File: config.mk
export PLATFORM = sky130hd
export DESIGN_NAME = bellman_ford_shortest_paths
export DESIGN_NICKNAME = d
export VERILOG_FILES = /design/src/rtl/bfsp_pkg.sv /design/src/rtl/bfsp_wmem.sv /design/src/rtl/bellman_ford_shortest_paths.sv
export VERILOG_INCLUDE_DIRS = /design/src /design/src/rtl
export SDC_FILE = /design/constraint.sdc
export NUM_CORES = 2
export LEC_CHECK = 0
export BUFFER_PORTS_ARGS = -buffer_cell sky130_fd_sc_hd__clkbuf_2
export CORE_ASPECT_RATIO = 1.25
export CORE_MARGIN = 2
export CORE_UTILIZATION = 53
export CTS_CLUSTER_SIZE = 16
export DETAILED_ROUTE_END_ITERATION = 10
export GPL_ROUTABILITY_DRIVEN = 0
export PLACE_DENSITY_LB_ADDON = 0.1
export SLEW_MARGIN = 20
export SYNTH_ARGS = -nofsm -noshare
export SYNTH_HDL_FRONTEND = slang
export SYNTH_HIERARCHICAL = 1
export SYNTH_MEMORY_MAX_BITS = 65536
export SYNTH_SLANG_ARGS = --single-unit
export TNS_END_PERCENT = 1
File: constraint.sdc
create_clock -name clk -period 19.39 [get_ports clk]
set_clock_uncertainty 0.15 [all_clocks]
set_input_delay 0.9695 -clock clk [delete_from_list [all_inputs] [get_ports clk]]
set_output_delay 0.9695 -clock clk [all_outputs]
set_load 0.1 [all_outputs]
File: src/rtl/bellman_ford_shortest_paths_assert.svh
`ifndef BELLMAN_FORD_SHORTEST_PATHS_ASSERT_SVH
`define BELLMAN_FORD_SHORTEST_PATHS_ASSERT_SVH

// same-cycle implication
`define BFSP_ASSERT_HOLDS(label, clk, rst_n, ante, cons, msg) \
	label: assert property (@(posedge clk) disable iff (!rst_n) (ante) |-> (cons)) else $error(msg);

// next-cycle implication
`define BFSP_ASSERT_NEXT(label, clk, rst_n, ante, cons, msg) \
	label: assert property (@(posedge clk) disable iff (!rst_n) (ante) |=> (cons)) else $error(msg);

`endif

File: src/rtl/bfsp_pkg.sv
package bfsp_pkg;

	localparam int DEF_MAX_VERTICES = 16;
	localparam int DEF_WEIGHT_BITS  = 16;

	localparam int DIST_BITS = 20;
	localparam int DIST_MAX  = 524287;
	localparam int DIST_MIN  = -524288;

	localparam logic [4:0] VCOUNT_RESET = 5'd16;

	typedef enum logic {
		REQ_LOAD = 1'b0,
		REQ_RUN  = 1'b1
	} req_kind_t;

endpackage

File: src/rtl/bfsp_wmem.sv
module bfsp_wmem import bfsp_pkg::*; #(
	parameter int MAX_VERTICES = DEF_MAX_VERTICES,
	parameter int WEIGHT_BITS  = DEF_WEIGHT_BITS,
	localparam int AW = 2 * $clog2(MAX_VERTICES)
) (
	input  logic                   clk,
	input  logic                   arst_n,
	input  logic                   wr_en,
	input  logic [AW-1:0]          wr_addr,
	input  logic [WEIGHT_BITS-1:0] wr_data,
	input  logic [AW-1:0]          rd_addr,
	output logic [WEIGHT_BITS-1:0] rd_data,
	output logic                   clear_busy
);

	localparam int DEPTH = 1 << AW;

	logic [WEIGHT_BITS-1:0] mem_q [DEPTH];
	logic [WEIGHT_BITS-1:0] rd_data_q;
	logic [AW-1:0]          clr_addr_q;
	logic                   clear_busy_q;

	// sweep zeros through every entry after reset
	always_ff @(posedge clk or negedge arst_n) begin
		if (!arst_n) begin
			clr_addr_q   <= '0;
			clear_busy_q <= 1'b1;
		end else if (clear_busy_q) begin
			clr_addr_q <= clr_addr_q + 1'b1;
			if (clr_addr_q == AW'(DEPTH - 1)) begin
				clear_busy_q <= 1'b0;
			end
		end
	end

	always_ff @(posedge clk) begin
		if (clear_busy_q) begin
			mem_q[clr_addr_q] <= '0;
		end else if (wr_en) begin
			mem_q[wr_addr] <= wr_data;
		end
		rd_data_q <= mem_q[rd_addr];
	end

	assign rd_data    = rd_data_q;
	assign clear_busy = clear_busy_q;

endmodule

File: src/rtl/bellman_ford_shortest_paths.sv
// Single-source shortest paths by Bellman-Ford over a weight matrix held in a
// synchronous memory (zero weight = no edge). A load item writes one entry. A
// run item relaxes edges one pair at a time through the weight memory and a
// distance memory, each with one read port, relaxing no edge out of a row
// whose vertex is not yet reachable; for n vertices in use it runs n-1 passes
// and then one check pass, the check stopping at the first edge that can still
// relax. Results then leave one per vertex, each held while out_stall is high,
// with last on the final one; no new item is taken until the final result
// leaves. After reset the weight memory is swept to zero, one entry a cycle,
// over all 2^(2*ceil(log2(MAX_VERTICES))) entries (256 at the default size);
// in_stall stays high meanwhile, and vertex_count may be written at any time
// the block is idle.
`include "bellman_ford_shortest_paths_assert.svh"

module bellman_ford_shortest_paths import bfsp_pkg::*; #(
	parameter int MAX_VERTICES = DEF_MAX_VERTICES,
	parameter int WEIGHT_BITS  = DEF_WEIGHT_BITS
) (
	input  logic               clk,
	input  logic               arst_n,
	input  logic               cfg_we,
	input  logic [4:0]         cfg_wdata,
	input  logic               in_valid,
	output logic               in_stall,
	input  logic               req_type,
	input  logic [3:0]         from_vertex,
	input  logic [3:0]         to_vertex,
	input  logic signed [15:0] edge_weight,
	input  logic [3:0]         source_vertex,
	output logic               out_valid,
	input  logic               out_stall,
	output logic [3:0]         vertex_index,
	output logic signed [19:0] distance,
	output logic               reachable,
	output logic [3:0]         predecessor,
	output logic               has_predecessor,
	output logic               no_negative_cycle,
	output logic               last
);

	localparam int IW   = $clog2(MAX_VERTICES);
	localparam int AW   = 2 * IW;
	localparam int CW   = $clog2(MAX_VERTICES + 1);
	localparam int CMPW = (CW > 5) ? CW : 5;
	localparam int SUMW = ((DIST_BITS > WEIGHT_BITS) ? DIST_BITS : WEIGHT_BITS) + 1;
	localparam int DEW  = DIST_BITS + IW;

	localparam logic signed [SUMW-1:0] SUM_MAX = SUMW'(DIST_MAX);
	localparam logic signed [SUMW-1:0] SUM_MIN = SUMW'(DIST_MIN);

	typedef enum logic [3:0] {
		S_CLEAR,
		S_IDLE,
		S_ROW,
		S_ROWD,
		S_RD,
		S_EX,
		S_ORD,
		S_OLD,
		S_OWAIT
	} state_t;

	state_t state_q;

	logic [4:0]              vertex_count_q;
	logic [IW-1:0]           nm1_q;
	logic [IW-1:0]           p_q;
	logic [IW-1:0]           j_q;
	logic [IW-1:0]           k_q;
	logic [IW-1:0]           i_q;
	logic                    chk_q;
	logic                    ok_q;
	logic [MAX_VERTICES-1:0] reach_q;
	logic [MAX_VERTICES-1:0] pv_q;
	logic signed [DIST_BITS-1:0] dj_q;

	logic [DEW-1:0] dmem_q [MAX_VERTICES];
	logic [DEW-1:0] drd_q;

	logic               out_valid_q;
	logic [3:0]         vertex_index_q;
	logic signed [19:0] distance_q;
	logic               reachable_q;
	logic [3:0]         predecessor_q;
	logic               has_predecessor_q;
	logic               no_negative_cycle_q;
	logic               last_q;

	// weight memory port signals
	logic                          wm_wr_en;
	logic [AW-1:0]                 wm_wr_addr;
	logic [WEIGHT_BITS-1:0]        wm_wr_data;
	logic [AW-1:0]                 wm_rd_addr;
	logic signed [WEIGHT_BITS-1:0] w_c;
	logic                          clear_busy;

	logic [CMPW-1:0]             vc_ext;
	logic [IW-1:0]               nm1_c;
	logic                        src_ok;
	logic                        load_ok;
	logic                        src_init;
	logic [IW-1:0]               draddr_c;
	logic                        dwr_en;
	logic signed [DIST_BITS-1:0] dk_c;
	logic signed [SUMW-1:0]      cand_c;
	logic signed [DIST_BITS-1:0] cand_sat_c;
	logic                        relax_c;
	logic                        row_last;
	logic                        pass_last;

	bfsp_wmem #(
		.MAX_VERTICES(MAX_VERTICES),
		.WEIGHT_BITS (WEIGHT_BITS)
	) u_wmem (
		.clk       (clk),
		.arst_n    (arst_n),
		.wr_en     (wm_wr_en),
		.wr_addr   (wm_wr_addr),
		.wr_data   (wm_wr_data),
		.rd_addr   (wm_rd_addr),
		.rd_data   (w_c),
		.clear_busy(clear_busy)
	);

	always_ff @(posedge clk or negedge arst_n) begin
		if (!arst_n) begin
			vertex_count_q <= VCOUNT_RESET;
		end else if (cfg_we) begin
			vertex_count_q <= cfg_wdata;
		end
	end

	// vertices in use, less one
	assign vc_ext = CMPW'(vertex_count_q);
	always_comb begin
		if (vc_ext == '0) begin
			nm1_c = '0;
		end else if (vc_ext > CMPW'(MAX_VERTICES)) begin
			nm1_c = IW'(MAX_VERTICES - 1);
		end else begin
			nm1_c = IW'(vc_ext - 1'b1);
		end
	end

	assign src_ok  = CMPW'(source_vertex) <= CMPW'(nm1_c);
	assign load_ok = (CMPW'(from_vertex) < CMPW'(MAX_VERTICES)) &&
			(CMPW'(to_vertex) < CMPW'(MAX_VERTICES));

	assign in_stall   = (state_q != S_IDLE);
	assign wm_wr_en   = (state_q == S_IDLE) && in_valid && (req_type == REQ_LOAD) && load_ok;
	assign wm_wr_addr = {IW'(from_vertex), IW'(to_vertex)};
	assign wm_wr_data = WEIGHT_BITS'(edge_weight);
	assign wm_rd_addr = {j_q, k_q};
	assign src_init   = (state_q == S_IDLE) && in_valid && (req_type == REQ_RUN);

	always_comb begin
		case (state_q)
			S_ROW:   draddr_c = j_q;
			S_ORD:   draddr_c = i_q;
			default: draddr_c = k_q;
		endcase
	end

	// relaxation datapath
	assign dk_c   = drd_q[DIST_BITS-1:0];
	assign cand_c = SUMW'(dj_q) + SUMW'(w_c);
	always_comb begin
		if (cand_c > SUM_MAX) begin
			cand_sat_c = DIST_BITS'(SUM_MAX);
		end else if (cand_c < SUM_MIN) begin
			cand_sat_c = DIST_BITS'(SUM_MIN);
		end else begin
			cand_sat_c = DIST_BITS'(cand_c);
		end
	end
	assign relax_c = (j_q != k_q) && (w_c != '0) &&
			(!reach_q[k_q] || (cand_c < SUMW'(dk_c)));
	assign dwr_en    = (state_q == S_EX) && !chk_q && relax_c;
	assign row_last  = (j_q == nm1_q);
	assign pass_last = (p_q == nm1_q - 1'b1);

	// source distance starts at zero on every run
	always_ff @(posedge clk) begin
		if (dwr_en) begin
			dmem_q[k_q] <= {j_q, cand_sat_c};
		end else if (src_init) begin
			dmem_q[IW'(source_vertex)] <= '0;
		end
		drd_q <= dmem_q[draddr_c];
	end

	always_ff @(posedge clk or negedge arst_n) begin
		if (!arst_n) begin
			state_q             <= S_CLEAR;
			nm1_q               <= '0;
			p_q                 <= '0;
			j_q                 <= '0;
			k_q                 <= '0;
			i_q                 <= '0;
			chk_q               <= 1'b0;
			ok_q                <= 1'b1;
			reach_q             <= '0;
			pv_q                <= '0;
			out_valid_q         <= 1'b0;
		end else begin
			case (state_q)
				S_CLEAR: begin
					if (!clear_busy) begin
						state_q <= S_IDLE;
					end
				end
				S_IDLE: begin
					if (in_valid && (req_type == REQ_RUN)) begin
						nm1_q   <= nm1_c;
						p_q     <= '0;
						j_q     <= '0;
						k_q     <= '0;
						chk_q   <= (nm1_c == '0);
						ok_q    <= 1'b1;
						pv_q    <= '0;
						reach_q <= '0;
						if (src_ok) begin
							reach_q[IW'(source_vertex)] <= 1'b1;
						end
						state_q <= S_ROW;
					end
				end
				S_ROW: begin
					k_q <= '0;
					if (reach_q[j_q]) begin
						state_q <= S_ROWD;
					end else if (!row_last) begin
						j_q <= j_q + 1'b1;
					end else if (chk_q) begin
						i_q     <= '0;
						state_q <= S_ORD;
					end else begin
						j_q <= '0;
						if (pass_last) begin
							chk_q <= 1'b1;
						end else begin
							p_q <= p_q + 1'b1;
						end
					end
				end
				S_ROWD: begin
					dj_q    <= drd_q[DIST_BITS-1:0];
					state_q <= S_RD;
				end
				S_RD: begin
					state_q <= S_EX;
				end
				S_EX: begin
					if (chk_q && relax_c) begin
						ok_q    <= 1'b0;
						i_q     <= '0;
						state_q <= S_ORD;
					end else begin
						if (relax_c) begin
							reach_q[k_q] <= 1'b1;
							pv_q[k_q]    <= 1'b1;
						end
						if (k_q != nm1_q) begin
							k_q     <= k_q + 1'b1;
							state_q <= S_RD;
						end else if (!row_last) begin
							j_q     <= j_q + 1'b1;
							state_q <= S_ROW;
						end else if (chk_q) begin
							i_q     <= '0;
							state_q <= S_ORD;
						end else begin
							j_q     <= '0;
							state_q <= S_ROW;
							if (pass_last) begin
								chk_q <= 1'b1;
							end else begin
								p_q <= p_q + 1'b1;
							end
						end
					end
				end
				S_ORD: begin
					state_q <= S_OLD;
				end
				S_OLD: begin
					out_valid_q         <= 1'b1;
					vertex_index_q      <= 4'(i_q);
					reachable_q         <= reach_q[i_q];
					distance_q          <= reach_q[i_q] ? drd_q[DIST_BITS-1:0] : '0;
					has_predecessor_q   <= pv_q[i_q];
					predecessor_q       <= pv_q[i_q] ? 4'(drd_q[DEW-1:DIST_BITS]) : '0;
					no_negative_cycle_q <= ok_q;
					last_q              <= (i_q == nm1_q);
					state_q             <= S_OWAIT;
				end
				S_OWAIT: begin
					if (!out_stall) begin
						out_valid_q <= 1'b0;
						if (i_q == nm1_q) begin
							state_q <= S_IDLE;
						end else begin
							i_q     <= i_q + 1'b1;
							state_q <= S_ORD;
						end
					end
				end
				default: begin
					state_q <= S_IDLE;
				end
			endcase
		end
	end

	assign out_valid         = out_valid_q;
	assign vertex_index      = vertex_index_q;
	assign distance          = distance_q;
	assign reachable         = reachable_q;
	assign predecessor       = predecessor_q;
	assign has_predecessor   = has_predecessor_q;
	assign no_negative_cycle = no_negative_cycle_q;
	assign last              = last_q;

	`BFSP_ASSERT_HOLDS(a_unreach_clean, clk, arst_n, out_valid && !reachable, (distance == '0) && !has_predecessor, "unreachable vertex carries distance or predecessor")
	`BFSP_ASSERT_NEXT(a_last_frees_input, clk, arst_n, out_valid && !out_stall && last, !in_stall, "block not free after final result")
	`BFSP_ASSERT_HOLDS(a_clear_quiet, clk, arst_n, clear_busy, in_stall && !out_valid, "activity during weight memory sweep")

endmodule

Word-level counts from Yosys, hierarchy flattened
Memory sizes are Yosys's and may differ from the RTL's. A register that Yosys moved wholly into a read port is not among the register bits.
Index checks and enable logic that the tools add are counted.
Widths: inputs -> output; s select.
{ "totals": {"ff_bits": 125, "latchBits": 0, "ram_bits": 4480, "romBits": 0, "out_inout_bits": 34, "wordCells": 202, "mem_count": 2} }
{ "op_classes": {"addsub": 8, "mul": 0, "div": 0, "order_cmp": 11, "n_eq_ne": 28, "n_shift": 0, "mux": 94, "bitwise": 3, "reduce_logical": 34} }
{ "memory_table": {"columns": ["memory", "words", "width", "rd", "rd_ports_with_merged_regs", "wr", "line", "source"], "rows": [
  ["u_wmem.mem_q", 256, 16, 1, 1, 1, "bfsp_wmem.sv:18", "logic [WEIGHT_BITS-1:0] mem_q [DEPTH];"],
  ["dmem_q", 16, 24, 1, 1, 1, "bellman_ford_shortest_paths.sv:77", "logic [DEW-1:0] dmem_q [MAX_VERTICES];"]
]} }
{ "op_table": {"columns": ["operator", "n"], "rows": [
  ["$mux 16", 8],
  ["$mux 4", 30],
  ["$pmux 16 s2", 2],
  ["$pmux 4 s3", 4],
  ["$mux 20", 2],
  ["$pmux 4 s9", 1],
  ["$or 16x16->16", 2],
  ["$mux 1", 30],
  ["$mux 24", 1],
  ["$reduce_or 24->1", 1],
  ["$add 20x16->21", 1],
  ["$gt 21x20->1 const B", 1],
  ["$lt 21x20->1", 1],
  ["$lt 21x20->1 const B", 1],
  ["$lt 4x5->1 const B", 4],
  ["$add 4x1->4 const B", 4],
  ["$bmux 1 s4", 4],
  ["$eq 4x3->1 const B", 4],
  ["$reduce_bool 16->1", 1],
  ["$reduce_or 16->1", 1],
  ["$mux 3", 5],
  ["$reduce_and 5->1", 3],
  ["$ne 2x2->1 const B", 7],
  ["$eq 4x4->1", 3],
  ["29 further kinds", 57]
]} }

Depth between registers and ports, before layout
{ "depth": {"word_depth": 10, "ltp_mapped": 21, "ltp_nobuf": 19} }

Cells and area by module
The synthesis kept the hierarchy.
{ "modules_own_cells": {"columns": ["mod", "instances", "cells_per_inst", "area_per_inst_um2", "seq_area_each_um2"], "rows": [
  ["bfsp_wmem", 1, 7441, 159396.6, 123544.7],
  ["bellman_ford_shortest_paths", 1, 1504, 23252.3, 15177.1]
]} }

Worst setup path after synthesis
Ideal clock, no wire load.
{ "synth_timing": {"path_kind": "register to register", "start": "reg state_q[2]", "end": "mem u_wmem/mem_q[0][10] (netlist bit) (data pin)", "arrival_time_ps": 5788, "t_required_ps": 18370, "slack_ps": 12582, "stages_incl_launch_ff": 10, "period_less_slack_ps": 6808, "path_cell_list": "dfrtp_1 -> buf_1 -> nor3_1 -> inv_1 -> nor3b_1 -> nor2b_1 -> clkbuf_1 -> clkbuf_1 -> clkbuf_1 -> and2_1"} }
{ "synth_between": {"elab_chain_cells": 8} }
{ "synth_lines": {"columns": ["element", "line", "source"], "rows": [
  ["from (decl)", "bellman_ford_shortest_paths.sv:63", "state_t state_q;"],
  ["from (signal assigned)", "bellman_ford_shortest_paths.sv:194", "state_q <= S_CLEAR;"],
  ["from (signal assigned)", "bellman_ford_shortest_paths.sv:209", "state_q <= S_IDLE;"],
  ["from (signal assigned)", "bellman_ford_shortest_paths.sv:225", "state_q <= S_ROW;"],
  ["$eq 4x1->1", "bellman_ford_shortest_paths.sv:150", "assign wm_wr_en = (state_q == S_IDLE) && in_valid && (req_type == REQ_LOAD) && load_ok;"],
  ["$logic_and 1x1->1 (2 in a row)", "bellman_ford_shortest_paths.sv:150", null],
  ["named net wm_wr_en", "bellman_ford_shortest_paths.sv:90", "logic wm_wr_en;"],
  ["$mux 1", "bfsp_wmem.sv:39", "end else if (wr_en) begin"],
  ["$mux 1", "bfsp_wmem.sv:37", "if (clear_busy_q) begin"],
  ["$mux 1 (implied by the code)", "bfsp_wmem.sv:40", "mem_q[wr_addr] <= wr_data;"],
  ["$reduce_or 16->1 (no line)", null, null],
  ["$mux 16 (no line)", null, null],
  ["to (decl)", "bfsp_wmem.sv:18", null]
]} }
The timed path passes the listed nets, and every way through them passes these cells.

==> reports/summary.txt <==
Status -> complete, no violations
Busiest grt layer -> met2
Power Density -> 120 nW/um^2
Synth Area per Inst -> 20.4 sq um
GR Layer Usage met3 -> 3.86%
Worst hold stages -> 2
Average routed wire per standard cell -> 33.7 um
Post-CTS Setup Bufs -> 0
Vias in the first global route -> 93234
CP required -> 20.06 ns
Sw Share -> 26.0%
Reg power frac -> 48.0%
Asr flop ratio synth -> 1.57%
Hold EP -> vc_ext[4]
Synth top area share -> 74.5%
Psw -> 6.34 mW
F_max -> 0.139 GHz
GR Util met2 -> 45.7%
Synth Area in Compound Gates -> 4.20%
Fin crit share -> 37.0%
Unique masters post-synth -> 89
Cells after synthesis -> 8945
Met1 usage -> 37.2%
Peak supply drop -> 0.115 mV
Die area -> 349000 sq um
Biggest area consumer among synthesized cells -> edfxtp_1
Worst r2r src -> k_q[1]
Starting Density -> 53.1%
Final core utilization -> 59.4%
Fin area -> 204000 sq um
Simple-Gate Fraction of Synth Area -> 2.26%
Leading cell types by count after synthesis -> 4532 x edfxtp_1, 868 x mux4_2, 674 x mux2i_1, 318 x nor2_1, 318 x o221ai_1
Largest cells by area after synthesis -> edfxtp_1 75%, mux4_2 11%, mux2i_1 3.7%, o221ai_1 1.5%, dfrtp_1 0.96%
Post-DP HPWL -> 281 mm
Core area -> 344000 sq um
Relative slew slack -> 14.5%
Filler cells -> 24562
Multi-input gate area -> 41100 sq um
Seq cells post-synth -> 4645
Antenna-violating nets left -> 0
Num CTS Buffers -> 439
Endpoints failing setup -> 0
GRT Overall Usage -> 27.5%
Vias/cell -> 6.50
Storage element area -> 139000 sq um
Post-synthesis mux area share -> 15.1%
Top-Level Pins -> 73
Warnings, synthesis -> 6
Via count -> 92684
Final Slew Violations -> 0
Gate power share -> 16.5%
Setup_tns -> 0 ns
Total grt overflow -> 0
Post-synthesis sequential area ratio -> 75.9%
DRT iter0 DRCs -> 10754
HP Class -> in -> reg
Endpoints failing hold -> 0
Placed cell areas -> 189000 sq um
Clock Sinks -> 4645
Global-route wire length before repair -> 687 mm
First-pass DRT Iterations -> 6
Die width -> 529 um
Cell Rows -> 241
Clock buffer depth -> 4
Initial antenna violation count -> 25
Clock Root Buffer -> clkbuf_16
Post-synth EDFFs -> 4532
Area Overhead vs Synth -> 11.8%
Final min period -> 7.17 ns
Worst-Skew Late Latency -> 0.98 ns
Nets -> 9475
XOR/XNOR Fraction of Synth Area -> 0.206%
Synth Area in Adders -> 0.425%
Setup slack, reg-to-reg -> 12.22 ns
Layout cells sized above 1 -> 23.6%
CP Capture Type -> flip-flop
# H-tree levels -> 5
Worst path arrival time -> 7.84 ns
CTS tree -> yes
Cell area after synthesis -> 183000 sq um
Clock Power Share -> 35.4%
Crit path kind -> reg -> reg
R2R cell count -> 13
RSZ-0062 raised after global routing -> no
Hold wc startpoint -> cfg_we
Most frequent cell after synthesis -> edfxtp_1
CP startpoint kind -> flip-flop
Hold-fix buffers, CTS -> 6
Most used DFF post-synth -> edfxtp_1
Worst-path clk slew -> 0.06 ns
CP Max Fanout -> 120
Largest family of logic cells by synthesized area -> multiplexers
Leakage -> 65.9 nW
# port buffers -> 72
Internal power -> 18.1 mW
Syn Nets -> 9039
Pin count of the biggest net entering global routing -> 176
WL final -> 481 mm
Worst r2r dst -> u_wmem/rd_data[7]
Die Y -> 660 um
Slew at the pin closest to its max-slew limit -> 1.28 ns
DRC viols -> 0
Resized Gates After CTS -> 0
Max Cap Violations -> 0
## layout make-up
type | count | area share, %
clock buffer | 555 | 5.80
tap | 4495 | 2.75
timing repair buffer | 530 | 1.96
multi-input combinational | 3695 | 20.1
inverter | 70 | 0.134
sequential | 4645 | 67.9
clock inverter | 261 | 1.29
antenna | 10 | 0.0123
## routing by layer
metal	vias to the layer above	routed length, um
met2	3984	240000
met4	12	21000
li1	38298	-
met1	49652	185000
met5	-	115
met3	738	34800
## critical path: stages (launching register included)
cell	delay [ns]
dfrtp_4	0.52
buf_4	0.57
buf_12	0.64
buf_4	0.66
buf_4	0.75
buf_4	0.71
mux4_2	0.40
mux2_2	0.27
a221oi_1	0.80
o31ai_2	0.16
buf_4	0.23
o32ai_1	0.43
buf_4	0.24
nor4_1	0.05
## power groups by stage
stage          Sequential, mW  Clock (mW)  Combinational [mW]
2_1_floorplan            11.9           0                3.02
3_3_place_gp             11.9           0                3.97
4_1_cts                  11.7        8.77                4.05
6_report                 11.7        8.65                4.03
5_1_grt                  11.7        9.15                4.34
3_5_place_dp             11.9           0                4.04
## layout by cell type (no fill, tap or decap), types with 17 or more instances in the layout
cell type	synthesis	routed
nand2b_1	24	23
clkinv_2	0	73
mux4_2	868	868
dfxtp_1	40	40
clkbuf_2	0	71
o22ai_1	146	146
nor2_2	2	58
inv_1	69	68
a21oi_1	274	272
a2bb2oi_1	17	17
nor4_1	28	28
o21ai_0	119	110
nor3_2	0	22
clkbuf_1	260	80
nor2_1	318	254
a221oi_1	17	17
a22oi_1	18	18
a211oi_1	29	29
o221ai_1	318	318
dfrtp_1	70	65
bufinv_16	0	46
and2_1	50	34
clkbuf_8	0	31
nand3_1	60	45
nor2b_1	39	38
nor3_1	128	106
nand4_1	25	25
clkinv_1	1	96
nand2_1	133	132
mux2_2	71	71
clkbuf_16	0	444
ha_1	54	54
mux2i_1	674	674
o21ai_1	12	17
edfxtp_1	4532	4532
buf_4	37	435
xnor2_1	32	32
a22o_1	33	33
## registers in the layout, indices dropped and copies added, names as in the netlist, 5 cells and up
register / count
u_wmem/rd_data: 16
pv_q: 16
dmem_q: 384
vc_ext: 5
u_wmem/mem_q: 4096
dj_q: 20
drd_q: 24
u_wmem/clr_addr_q: 8
reach_q: 16
distance: 20
## stage by stage
stage / worst slack (ns) / hold slack, ns / total power [mW] / cells
5_1_grt: 11.89 / 0.0846 / 25.2 / 14252
6_report: 12.22 / 0.0889 / 24.4 / 14261
3_5_place_dp: 12.27 / 0.319 / 16.0 / 13426
4_1_cts: 12.22 / 0.0111 / 24.6 / 14248
3_3_place_gp: 11.98 / 0.307 / 15.9 / 13414
2_1_floorplan: 12.58 / 0.272 / 14.9 / 8945
## cell families after synthesis
family / count (synthesis)
fa+ha+maj: 63
simple gates: 862
buf+inv: 605
xor+xnor: 43
flops: 4645
mux: 1628
compound gates: 1099
## worst max path at each step
stage | cells past startpoint | endpoint | startpoint
final | 13 | u_wmem/rd_data[7] | k_q[1]
after global routing | 12 | u_wmem/rd_data[7] | k_q[0]
after CTS | 13 | u_wmem/rd_data[7] | k_q[1]
after detailed placement | 13 | u_wmem/rd_data[7] | k_q[1]
after global placement | 10 | u_wmem/rd_data[6] | k_q[0]
after floorplan | 9 | u_wmem/mem_q[0][10] | state_q[2]
Note: power is estimated with default switching activity, not from simulation.
